[config.mk]
export PLATFORM = sky130hd
export DESIGN_NAME = pcc_lab
export DESIGN_NICKNAME = d
export VERILOG_FILES = /design/src/rtl/core/pcc_pkg.sv /design/src/rtl/core/pcc_lab.sv
export SDC_FILE = /design/constraint.sdc
export NUM_CORES = 1
export LEC_CHECK = 0
export ABC_AREA = 1
export ABC_CLOCK_PERIOD_IN_PS = 24200
export BUFFER_PORTS_ARGS = -buffer_cell sky130_fd_sc_hd__buf_4
export CAP_MARGIN = 20
export CORE_MARGIN = 2
export CORE_UTILIZATION = 45
export DETAILED_ROUTE_END_ITERATION = 10
export PLACE_DENSITY = 0.77
export SYNTH_ARGS = -nofsm -noshare
export SYNTH_HDL_FRONTEND = slang
export SYNTH_SLANG_ARGS = --single-unit
[constraint.sdc]
create_clock -name vclk -period 24.2
set_clock_uncertainty 0.2 [all_clocks]
set_input_delay 6.05 -clock vclk [all_inputs]
set_output_delay 6.05 -clock vclk [all_outputs]
set_load 0.01 [all_outputs]
[src/rtl/core/pcc_pkg.sv]
`timescale 1ns / 1ps
`default_nettype none
package pcc_pkg;

    localparam int SEN_W = 6;
    localparam int COL_W = 10;
    localparam int ROW_W = 9;
    localparam int HIT_W = SEN_W + COL_W + ROW_W;
    localparam int PITCH_W = 16;
    localparam int LOC_W = 17;
    localparam int LAB_W = 22;
    localparam int CFG_IDX_W = 3;
    localparam int CFG_DATA_W = 21;

    typedef logic [HIT_W-1:0] t_hit;

    typedef enum logic [CFG_IDX_W-1:0] {
        REG_LAYOUT  = 3'd0,
        REG_SENSORS = 3'd1,
        REG_PITCH_L = 3'd2,
        REG_PITCH_S = 3'd3,
        REG_Z_OFF   = 3'd4
    } t_reg_idx;

    localparam logic signed [LAB_W-1:0] MM45 = 22'sd46080;
    localparam logic signed [LAB_W-1:0] MM30 = 22'sd30720;
    localparam logic signed [LAB_W-1:0] MM15 = 22'sd15360;
    localparam logic signed [20:0]      MM73 = 21'sd74752;
    localparam logic [LOC_W-1:0]        LOC_MAX = 17'h1FFFF;
    localparam logic signed [LAB_W-1:0] LAB_HI = 22'sd262143;
    localparam logic signed [LAB_W-1:0] LAB_LO = -22'sd262144;

    typedef struct packed {
        logic signed [LAB_W-1:0] base;
        logic                    neg;
    } t_ybase;

    function automatic logic [SEN_W-1:0] hit_sen(t_hit h);
        return h[HIT_W-1 -: SEN_W];
    endfunction

    function automatic logic [COL_W-1:0] hit_col(t_hit h);
        return h[ROW_W +: COL_W];
    endfunction

    function automatic logic [ROW_W-1:0] hit_row(t_hit h);
        return h[ROW_W-1:0];
    endfunction

    function automatic logic touching(t_hit a, t_hit b);
        logic [COL_W:0] dc;
        logic [ROW_W:0] dr;
        logic           cok;
        logic           rok;
        dc = {1'b0, hit_col(a)} - {1'b0, hit_col(b)};
        dr = {1'b0, hit_row(a)} - {1'b0, hit_row(b)};
        cok = (dc == '0) || (dc == (COL_W+1)'(1)) || (dc == '1);
        rok = (dr == '0) || (dr == (ROW_W+1)'(1)) || (dr == '1);
        return (hit_sen(a) == hit_sen(b)) && cok && rok && !((dc == '0) && (dr == '0));
    endfunction

    function automatic t_ybase ybase(logic [2:0] g);
        t_ybase y;
        case (g)
            3'd0:    y = '{base: -MM45, neg: 1'b1};
            3'd1:    y = '{base: -MM45, neg: 1'b0};
            3'd2:    y = '{base: -MM15, neg: 1'b0};
            3'd3:    y = '{base: -MM15, neg: 1'b1};
            3'd4:    y = '{base: MM15,  neg: 1'b1};
            3'd5:    y = '{base: MM15,  neg: 1'b0};
            3'd6:    y = '{base: MM45,  neg: 1'b0};
            default: y = '{base: MM45,  neg: 1'b1};
        endcase
        return y;
    endfunction

endpackage
`default_nettype wire

[src/rtl/core/pcc_lab.sv]
`timescale 1ns / 1ps
`default_nettype none
module pcc_lab import pcc_pkg::*; (
    input  wire logic              i_layout,
    input  wire logic [SEN_W-1:0]  i_sensor,
    input  wire logic [LOC_W-1:0]  i_lx,
    input  wire logic [LOC_W-1:0]  i_ly,
    input  wire logic signed [20:0] i_z_off,
    output logic signed [18:0]     o_x,
    output logic signed [18:0]     o_y,
    output logic signed [20:0]     o_z
);

    logic [4:0]              s;
    logic [2:0]              g;
    logic [4:0]              k;
    logic [1:0]              r;
    logic [4:0]              kr;
    logic [4:0]              kk;
    logic                    odd;
    logic signed [LAB_W-1:0] lx;
    logic signed [LAB_W-1:0] ly;
    logic signed [LAB_W-1:0] off;
    logic signed [LAB_W-1:0] x;
    logic signed [LAB_W-1:0] y;
    t_ybase                  yb;

    always_comb begin
        s  = 5'(i_sensor - 6'd1);
        lx = signed'({5'd0, i_lx});
        ly = signed'({5'd0, i_ly});

        g = 3'd0;
        if (s >= 5'd3)  g = 3'd1;
        if (s >= 5'd6)  g = 3'd2;
        if (s >= 5'd9)  g = 3'd3;
        if (s >= 5'd12) g = 3'd4;
        if (s >= 5'd15) g = 3'd5;
        if (s >= 5'd18) g = 3'd6;
        k = s - 5'({2'b0, g} << 1) - 5'({2'b0, g});
        if (s >= 5'd21) begin
            g = 3'd7;
            k = s - 5'd21;
        end

        r = 2'd0;
        if (s >= 5'd3) r = 2'd1;
        if (s >= 5'd6) r = 2'd2;
        if (s >= 5'd9) r = 2'd3;
        kr = s - 5'({3'b0, r} << 1) - 5'({3'b0, r});

        kk  = i_layout ? kr : k;
        odd = i_layout ? r[0] : g[0];
        off = signed'(22'(kk) * 22'd30720);

        if (odd) x = -MM45 + off + lx;
        else     x = MM45 - off - lx;

        yb = ybase(g);
        if (i_layout) begin
            y   = odd ? ly : -ly;
            o_z = r[1] ? MM73 : 21'sd0;
        end else begin
            y   = yb.neg ? (yb.base - ly) : (yb.base + ly);
            o_z = i_z_off;
        end

        if (x > LAB_HI)      o_x = 19'sd262143;
        else if (x < LAB_LO) o_x = -19'sd262144;
        else                 o_x = x[18:0];
        if (y > LAB_HI)      o_y = 19'sd262143;
        else if (y < LAB_LO) o_y = -19'sd262144;
        else                 o_y = y[18:0];
    end

endmodule
`default_nettype wire

==> run metrics <==
cts-stage hold buffer count 0; synth unique cells 54; row count 40; die height 114 um; count of input and output buffers 120; Final Cycle Share 84.3%; area leader, netlist nand2_1; First-pass DRT Iterations 5; CP top delay family adder cells; Worst EP required 17.95 ns; final setup fails 0; TNS Setup 0 ns; Starting Density 45.6%; design area 0.00640 mm2; Die ar. 0.0130 mm2; worst setup path class input pin to primary output; Hold Vio Cnt, Final 0; Max Cap Viol 0; FILL cells 1261; Reg area 0 um2; Synth top area share 18.9%; Vias between 6000 and 7000; Setup Buffers After CTS 0; CLK BUF 0; Slew @ Worst Pin about 0.87 ns; share of cells above drive strength 1 about 17%; initial antenna violation count 0; Hold Crit Class input pin to primary output; Avg Cell Area, Syn 5.57 um2; pin count of the biggest net entering global routing 41; dpl cells roughly 1200; Syn. warnings 0; fin util 53.7%; Seq/Total Area, Yosys 0%; placed cell area 0.00640 mm2; fin cells roughly 1200; cell with the most instances after synthesis nand2_1; crit-path max FO 18; P&R area growth vs syn 17.9%; Post-Synthesis Cells 974; fin nets 1222; All-Layer GR Usage around 22%; worst path buffer plus inverter count 6; CTS-repair resized insts 0; cell mode on critical path nand2_1; DR DRC count 0; Slowest-stage cell, CP fa_1; CP peak stage delay between 0.6 and 0.7 ns; DR WL/cell 12.1 um; Detail Placement HPWL about 12000 um; Synth top cells by count 274 x nand2_1, 150 x inv_1, 103 x nor2_1; Slew Viols, Final 0; Post-Syn Nets 1120; Worst EP arrival 14.15 ns; FF+latch count 0; Ant. Diodes 0; vias in the first global route 5513; Congestion Overflow GR 0; RSZ-0062 raised after global routing false; Vias/cell 5.14; Mapped Area 0.00543 mm2; post-route ant nets 0; global-route wire length before repair 24600 um; Detailed Route WL 14800 um; Top Ports 121; core footprint 0.0119 mm2; synth top area cells nand2_1 19%, ha_1 17%, inv_1 10%; CP endpoint kind primary output; GPL Wtd Cong 0.954; Achievable Freq 49.0 MHz; status complete, no violations; Setup crit start kind input pin; die width approximately 110 um; First DRT Iteration DRCs 443; Final min period ~20 ns; slew margin rel. 42.0%
through the flow:
stage,setup slack [ns],hold WS [ns]
6_report,3.80,12.18
5_1_grt,3.05,12.19
4_1_cts,3.76,12.18
3_5_place_dp,3.79,12.18
3_3_place_gp,3.93,12.17
2_1_floorplan,5.09,11.98
cell type report:
class	instances	area [um2]	share of cell area [%]
inverters	162	608	9.51
multi-input cells	792	4700	73.5
well taps	147	184	2.88
repair buffers	120	901	14.1
worst paths after layout:
path / startpoint / end / slack, ns / depth (start not counted)
min: i_z_off[10] / o_z[10] / 12.18 / 4
max: i_sensor[0] / o_x[1] / 3.80 / 41
kinds of logic after synthesis:
family          synth area share [%]
simple gates                    40.5
buf+inv                         13.3
compound gates                  17.8
fa+ha+maj                       21.0
xor+xnor                        7.01
mux                            0.369
cell usage in the layout (no fill, tap or decap), drive strengths merged, types with 3 or more instances in the layout:
master / netlist / layout
nand2: 295 / 295
inv: 161 / 161
fa: 12 / 12
nand4: 9 / 9
o211ai: 3 / 3
o21ai: 66 / 66
nand3: 62 / 62
a21boi: 5 / 5
xor2: 27 / 27
ha: 72 / 72
xnor2: 13 / 13
a31oi: 5 / 5
nand3b: 5 / 5
o31ai: 3 / 3
o21bai: 7 / 7
nor3: 10 / 10
nor2: 106 / 106
o311ai: 4 / 4
buf: 12 / 120
a21oi: 64 / 64
or2: 8 / 8
layer usage:
layer	wire length [um]	global-route usage, %	vias up
met1	7020	30.7	2758
met2	6670	37.9	178
li1	-	-	3324
met5	0	0	-
met4	208	3.74	0
met3	878	1.54	15
Power is not shown: default switching activity piles up to over one toggle a cycle in this logic, so the estimate is an artifact.
