File: src/rtl/core/pcc_pkg.sv
`timescale 1ns / 1ps
`default_nettype none
package pcc_pkg;

    localparam int SEN_W = 6;
    localparam int COL_W = 10;
    localparam int ROW_W = 9;
    localparam int HIT_W = SEN_W + COL_W + ROW_W;
    localparam int PITCH_W = 16;
    localparam int LOC_W = 17;
    localparam int LAB_W = 22;
    localparam int CFG_IDX_W = 3;
    localparam int CFG_DATA_W = 21;

    typedef logic [HIT_W-1:0] t_hit;

    typedef enum logic [CFG_IDX_W-1:0] {
        REG_LAYOUT  = 3'd0,
        REG_SENSORS = 3'd1,
        REG_PITCH_L = 3'd2,
        REG_PITCH_S = 3'd3,
        REG_Z_OFF   = 3'd4
    } t_reg_idx;

    localparam logic signed [LAB_W-1:0] MM45 = 22'sd46080;
    localparam logic signed [LAB_W-1:0] MM30 = 22'sd30720;
    localparam logic signed [LAB_W-1:0] MM15 = 22'sd15360;
    localparam logic signed [20:0]      MM73 = 21'sd74752;
    localparam logic [LOC_W-1:0]        LOC_MAX = 17'h1FFFF;
    localparam logic signed [LAB_W-1:0] LAB_HI = 22'sd262143;
    localparam logic signed [LAB_W-1:0] LAB_LO = -22'sd262144;

    typedef struct packed {
        logic signed [LAB_W-1:0] base;
        logic                    neg;
    } t_ybase;

    function automatic logic [SEN_W-1:0] hit_sen(t_hit h);
        return h[HIT_W-1 -: SEN_W];
    endfunction

    function automatic logic [COL_W-1:0] hit_col(t_hit h);
        return h[ROW_W +: COL_W];
    endfunction

    function automatic logic [ROW_W-1:0] hit_row(t_hit h);
        return h[ROW_W-1:0];
    endfunction

    function automatic logic touching(t_hit a, t_hit b);
        logic [COL_W:0] dc;
        logic [ROW_W:0] dr;
        logic           cok;
        logic           rok;
        dc = {1'b0, hit_col(a)} - {1'b0, hit_col(b)};
        dr = {1'b0, hit_row(a)} - {1'b0, hit_row(b)};
        cok = (dc == '0) || (dc == (COL_W+1)'(1)) || (dc == '1);
        rok = (dr == '0) || (dr == (ROW_W+1)'(1)) || (dr == '1);
        return (hit_sen(a) == hit_sen(b)) && cok && rok && !((dc == '0) && (dr == '0));
    endfunction

    function automatic t_ybase ybase(logic [2:0] g);
        t_ybase y;
        case (g)
            3'd0:    y = '{base: -MM45, neg: 1'b1};
            3'd1:    y = '{base: -MM45, neg: 1'b0};
            3'd2:    y = '{base: -MM15, neg: 1'b0};
            3'd3:    y = '{base: -MM15, neg: 1'b1};
            3'd4:    y = '{base: MM15,  neg: 1'b1};
            3'd5:    y = '{base: MM15,  neg: 1'b0};
            3'd6:    y = '{base: MM45,  neg: 1'b0};
            default: y = '{base: MM45,  neg: 1'b1};
        endcase
        return y;
    endfunction

endpackage
`default_nettype wire

File: src/rtl/core/pcc_div.sv
`timescale 1ns / 1ps
`default_nettype none
module pcc_div import pcc_pkg::*; #(
    parameter int NW = 33,
    parameter int DW = 13
) (
    input  wire logic          i_clk,
    input  wire logic          i_rst_n,
    input  wire logic          i_start,
    input  wire logic [NW-1:0] i_num,
    input  wire logic [DW-1:0] i_den,
    output logic               o_busy,
    output logic [NW-1:0]      o_quot
);

    localparam int KW = $clog2(NW + 1);

    logic          r_busy;
    logic [KW-1:0] r_cnt;
    logic [NW-1:0] r_q;
    logic [DW-1:0] r_rem;
    logic [DW:0]   w_rem_sh;
    logic          w_ge;

    always_comb begin
        w_rem_sh = {r_rem, r_q[NW-1]};
        w_ge     = (w_rem_sh >= {1'b0, i_den});
    end

    always_ff @(posedge i_clk) begin
        if (!i_rst_n) begin
            r_busy <= 1'b0;
            r_cnt  <= '0;
        end else if (i_start) begin
            r_busy <= 1'b1;
            r_cnt  <= KW'(NW);
            r_q    <= i_num;
            r_rem  <= '0;
        end else if (r_busy) begin
            r_q   <= {r_q[NW-2:0], w_ge};
            r_rem <= w_ge ? DW'(w_rem_sh - {1'b0, i_den}) : w_rem_sh[DW-1:0];
            r_cnt <= r_cnt - 1'b1;
            if (r_cnt == KW'(1)) begin
                r_busy <= 1'b0;
            end
        end
    end

    assign o_busy = r_busy;
    assign o_quot = r_q;

endmodule
`default_nettype wire

File: config.mk
export PLATFORM = sky130hd
export DESIGN_NAME = pcc_div
export DESIGN_NICKNAME = d
export VERILOG_FILES = /design/src/rtl/core/pcc_pkg.sv /design/src/rtl/core/pcc_div.sv
export SDC_FILE = /design/constraint.sdc
export NUM_CORES = 1
export LEC_CHECK = 0
export CORE_MARGIN = 4
export CORE_UTILIZATION = 40
export CTS_CLUSTER_DIAMETER = 100
export DETAILED_ROUTE_END_ITERATION = 6
export DONT_BUFFER_PORTS = 1
export PLACE_DENSITY = 0.56
export SETUP_SLACK_MARGIN = 0.1
export SLEW_MARGIN = 20
export SYNTH_ARGS = -nofsm -noshare
export SYNTH_HDL_FRONTEND = slang
export SYNTH_SLANG_ARGS = --single-unit
File: constraint.sdc
create_clock -name i_clk -period 3.7 [get_ports i_clk]
set_clock_uncertainty 0.2 [all_clocks]
set_input_delay 1.11 -clock i_clk [delete_from_list [all_inputs] [get_ports i_clk]]
set_output_delay 1.11 -clock i_clk [all_outputs]
set_load 0.005 [all_outputs]
==> summary.md <==
| Metric | Value |
|---|---|
| Vias per std cell | `5.463` |
| Root buffer cell | `clkbuf_8` |
| Post-Route Utilization | `43.25%` |
| Vias in the first global route | `2135` |
| Fmax | `336.9 MHz` |
| Hold Path Cell Cnt | `2` |
| Post-Synthesis Cells | `274` |
| Pin count of the biggest net entering global routing | `48` |
| CTS buffer count | `5` |
| CTS sink cnt | `53` |
| Htree depth | `2` |
| Worst-path maximum fanout | `5` |
| Seq cells post-synth | `53` |
| Total core area | `7687 um^2` |
| Period utilization | `80.21%` |
| Synth Warn # | `0` |
| Detailed Place HPWL | `4.578 mm` |
| GP Congestion | `0.8485` |
| CP max-delay cell | `o31a_4` |
| Critical Path AT | `2830 ps` |
| Syn_nets | `339` |
| Die Width | `96.73 um` |
| Final Hold Vio Count | `0` |
| Via count | `2054` |
| Resized cells post-CTS | `0` |
| Final min period | `2968 ps` |
| Average routed wire per standard cell | `16.81 um` |
| Port bufs | `0` |
| Antenna Violating Nets Remaining | `0` |
| First-pass GRT wire length | `10.63 mm` |
| Syn Std Cell Area | `3149 um^2` |
| # setup viols final | `0` |
| Reg clk slew, reported paths | `100 ps` |
| Fill cell count | `748` |
| CP top delay family | `compound AO/OA/AOI/OAI gates` |
| Mapped Avg Cell Area | `11.49 um^2` |
| Nets | `339` |
| Clk Latency, worst-skew pair | `300 ps` |
| CP Depth | `9` |
| Clk buf depth | `2` |
| IR drop worst, VDD | `0.2462 mV` |
| RSZ-0062 raised after global routing | `no` |
| # rows | `32` |
| Hold Crit Class | `flop to flop` |
| Initial core utilization | `40.97%` |
| Max-slew headroom at the worst pin | `60.21%` |
| CP Launch Type | `primary input` |
| Gr usage total | `13.70%` |
| EDFF count, synth | `46` |
| Main synth FF type | `edfxtp_1` |
| Post-CTS Hold Buffers | `0` |
| Initial antenna violation count | `0` |
| R2r worst-path depth | `10` |
| Setup repair bufs after CTS | `0` |
| Total gr overflow | `0` |
| Worst Path Required | `3560 ps` |
| Drt first-iter violations | `70` |
| Synth unique cells | `51` |
| Critical-path cell list | `ha_1, fa_1, nor2b_4, o31a_4, o31ai_4, a21oi_2, buf_4, o21ai_0, a21oi_1` |
| DRC viols | `0` |
| Final-report max-slew violation count | `0` |
| Synth area leaders | `edfxtp_1 (44%), mux2_2 (12%), ha_1 (6.0%), dfxtp_1 (4.4%), a21oi_1 (2.9%)` |
| Leak | `1.194 nW` |
| Yosys top cell by area | `edfxtp_1` |
| Asr flop ratio synth | `0%` |
| Layout cell share with drive strength beyond 1 | `20.80%` |
| Register area share after synthesis | `48.31%` |
| Wirelength, routed | `6.320 mm` |
| WS Path Type | `primary input to flop` |
| Die height | `96.73 um` |
| I/O pin count | `83` |
| Yosys top cell area share | `43.86%` |
| DRT Pass-1 Iters | `4` |
| Largest stage delay, worst path | `310 ps` |
| Die Area | `9357 um^2` |
| CTS tree | `done` |
| Antenna diode count | `0` |
| Status | `completed` |
| Max-Cap Viols | `0` |
| CP endpoint kind | `flop` |
| PwrDens | `413.4 nW/um^2` |
| Area Growth Syn to Fin | `5.562%` |
| Setup TNS | `0 ps` |
| Slew @ Worst Pin | `596.8 ps` |
| Buf/Inv on CP | `1` |
cell usage after synthesis, types with 2 or more instances:
| cell type | number |
|---|---|
| or3_1 | 4 |
| dfxtp_1 | 7 |
| o21a_1 | 5 |
| buf_2 | 2 |
| nor2_1 | 11 |
| a21o_1 | 2 |
| ha_1 | 15 |
| a211o_1 | 2 |
| nand4_1 | 2 |
| nand2b_1 | 2 |
| a221oi_1 | 2 |
| mux2_2 | 33 |
| clkbuf_1 | 4 |
| or2_2 | 2 |
| nor3_1 | 8 |
| a21oi_2 | 2 |
| nor2b_4 | 2 |
| inv_1 | 19 |
| o211ai_1 | 5 |
| buf_1 | 2 |
| o21ai_1 | 5 |
| nand2_1 | 8 |
| xnor2_1 | 5 |
| nand3_1 | 14 |
| buf_6 | 3 |
| a21boi_0 | 3 |
| a21oi_1 | 18 |
| o31a_1 | 3 |
| edfxtp_1 | 46 |
| o21ai_0 | 10 |
| nor2b_1 | 3 |
| xor2_1 | 2 |
| o31ai_1 | 2 |
| a211oi_1 | 4 |
through the flow:
step / power [mW] / setup WS (ps) / area (um^2) / hold WS, ps / std cells
2_1_floorplan: 1.012 / 553.0 / 3149 / 272.9 / 274
6_report: 1.374 / 732.2 / 3324 / 315.7 / 376
3_5_place_dp: 1.071 / 414.4 / 3244 / 303.3 / 369
4_1_cts: 1.393 / 737.4 / 3324 / 313.5 / 376
5_1_grt: 1.463 / 580.5 / 3324 / 356.7 / 376
3_3_place_gp: 1.070 / 436.4 / 3244 / 285.7 / 369
state kept, by name, indices dropped and copies added, names as in the netlist:
| register | flops |
|---|---|
| r_rem | 13 |
| r_cnt | 6 |
| o_quot | 33 |
| o_busy | 1 |
worst min-delay path: cells and delay by family, from the launching register on:
kind             cells  cell delay, ps
AND/OR/NAND/NOR      1             100
AO/OA/AOI/OAI        1              50
flip-flops           1             330
layer usage:
metal  global-route usage (%)  vias to the layer above  routed length (um)
li1                         -                     1032                   -
met1                    19.14                      963                2949
met2                    20.75                       55                2922
met3                    4.614                        4                 405
met4                    2.916                        0                  42
met5                        0                        -                   0
area by class of cell:
type	count	area, um^2	share of cell area (%)
flip-flops and latches	53	1521	45.77
multi-input cells	190	1486	44.71
well taps	102	127.6	3.839
inverters	19	71.32	2.145
clock buffers	5	68.82	2.070
repair buffers	5	37.54	1.129
clock inverters	2	11.26	0.3387
final timing paths:
check                        startpoint                       to  slack [ps]
setup / recovery               i_den[0]  r_rem[11]$_SDFFCE_PP0P_         730
hold / removal    r_cnt[1]$_SDFFE_PP0P_    r_cnt[1]$_SDFFE_PP0P_         320
setup reg to reg   o_quot[32]$_DFFE_PP_  r_rem[11]$_SDFFCE_PP0P_         980
hold reg to reg   r_cnt[1]$_SDFFE_PP0P_    r_cnt[1]$_SDFFE_PP0P_         320
cell usage in the layout, fill, tap and decap left out, types with 3 or more instances in the layout:
cell,instances
nand2_1,8
a21boi_0,3
or3_1,4
o211ai_1,5
nand3_1,14
a21oi_1,18
o21a_1,4
o21ai_0,10
inv_1,19
a211oi_1,4
nor2_1,11
xnor2_1,5
edfxtp_1,46
nor2b_1,3
o21ai_1,5
mux2_2,33
ha_1,15
buf_4,5
dfxtp_1,7
clkbuf_8,5
nor3_1,8
o31a_1,3
power by group:
group / internal, mW / leakage (nW) / switching (mW)
clock network: 0.128 / 0.0377 / 0.191
logic: 0.144 / 0.658 / 0.168
registers: 0.710 / 0.498 / 0.0328
total: 0.982 / 1.19 / 0.392
cell families after synthesis:
family                     share of synthesized area, %
buffers and inverters                             4.529
muxes                                             11.80
AOI/OAI and AO/OA                                 16.45
and+or+nand+nor                                   10.37
DFF                                               48.31
xor gates and xnor gates                          1.947
adders and majority gates                         6.595
(Power assumes the default switching activity.)
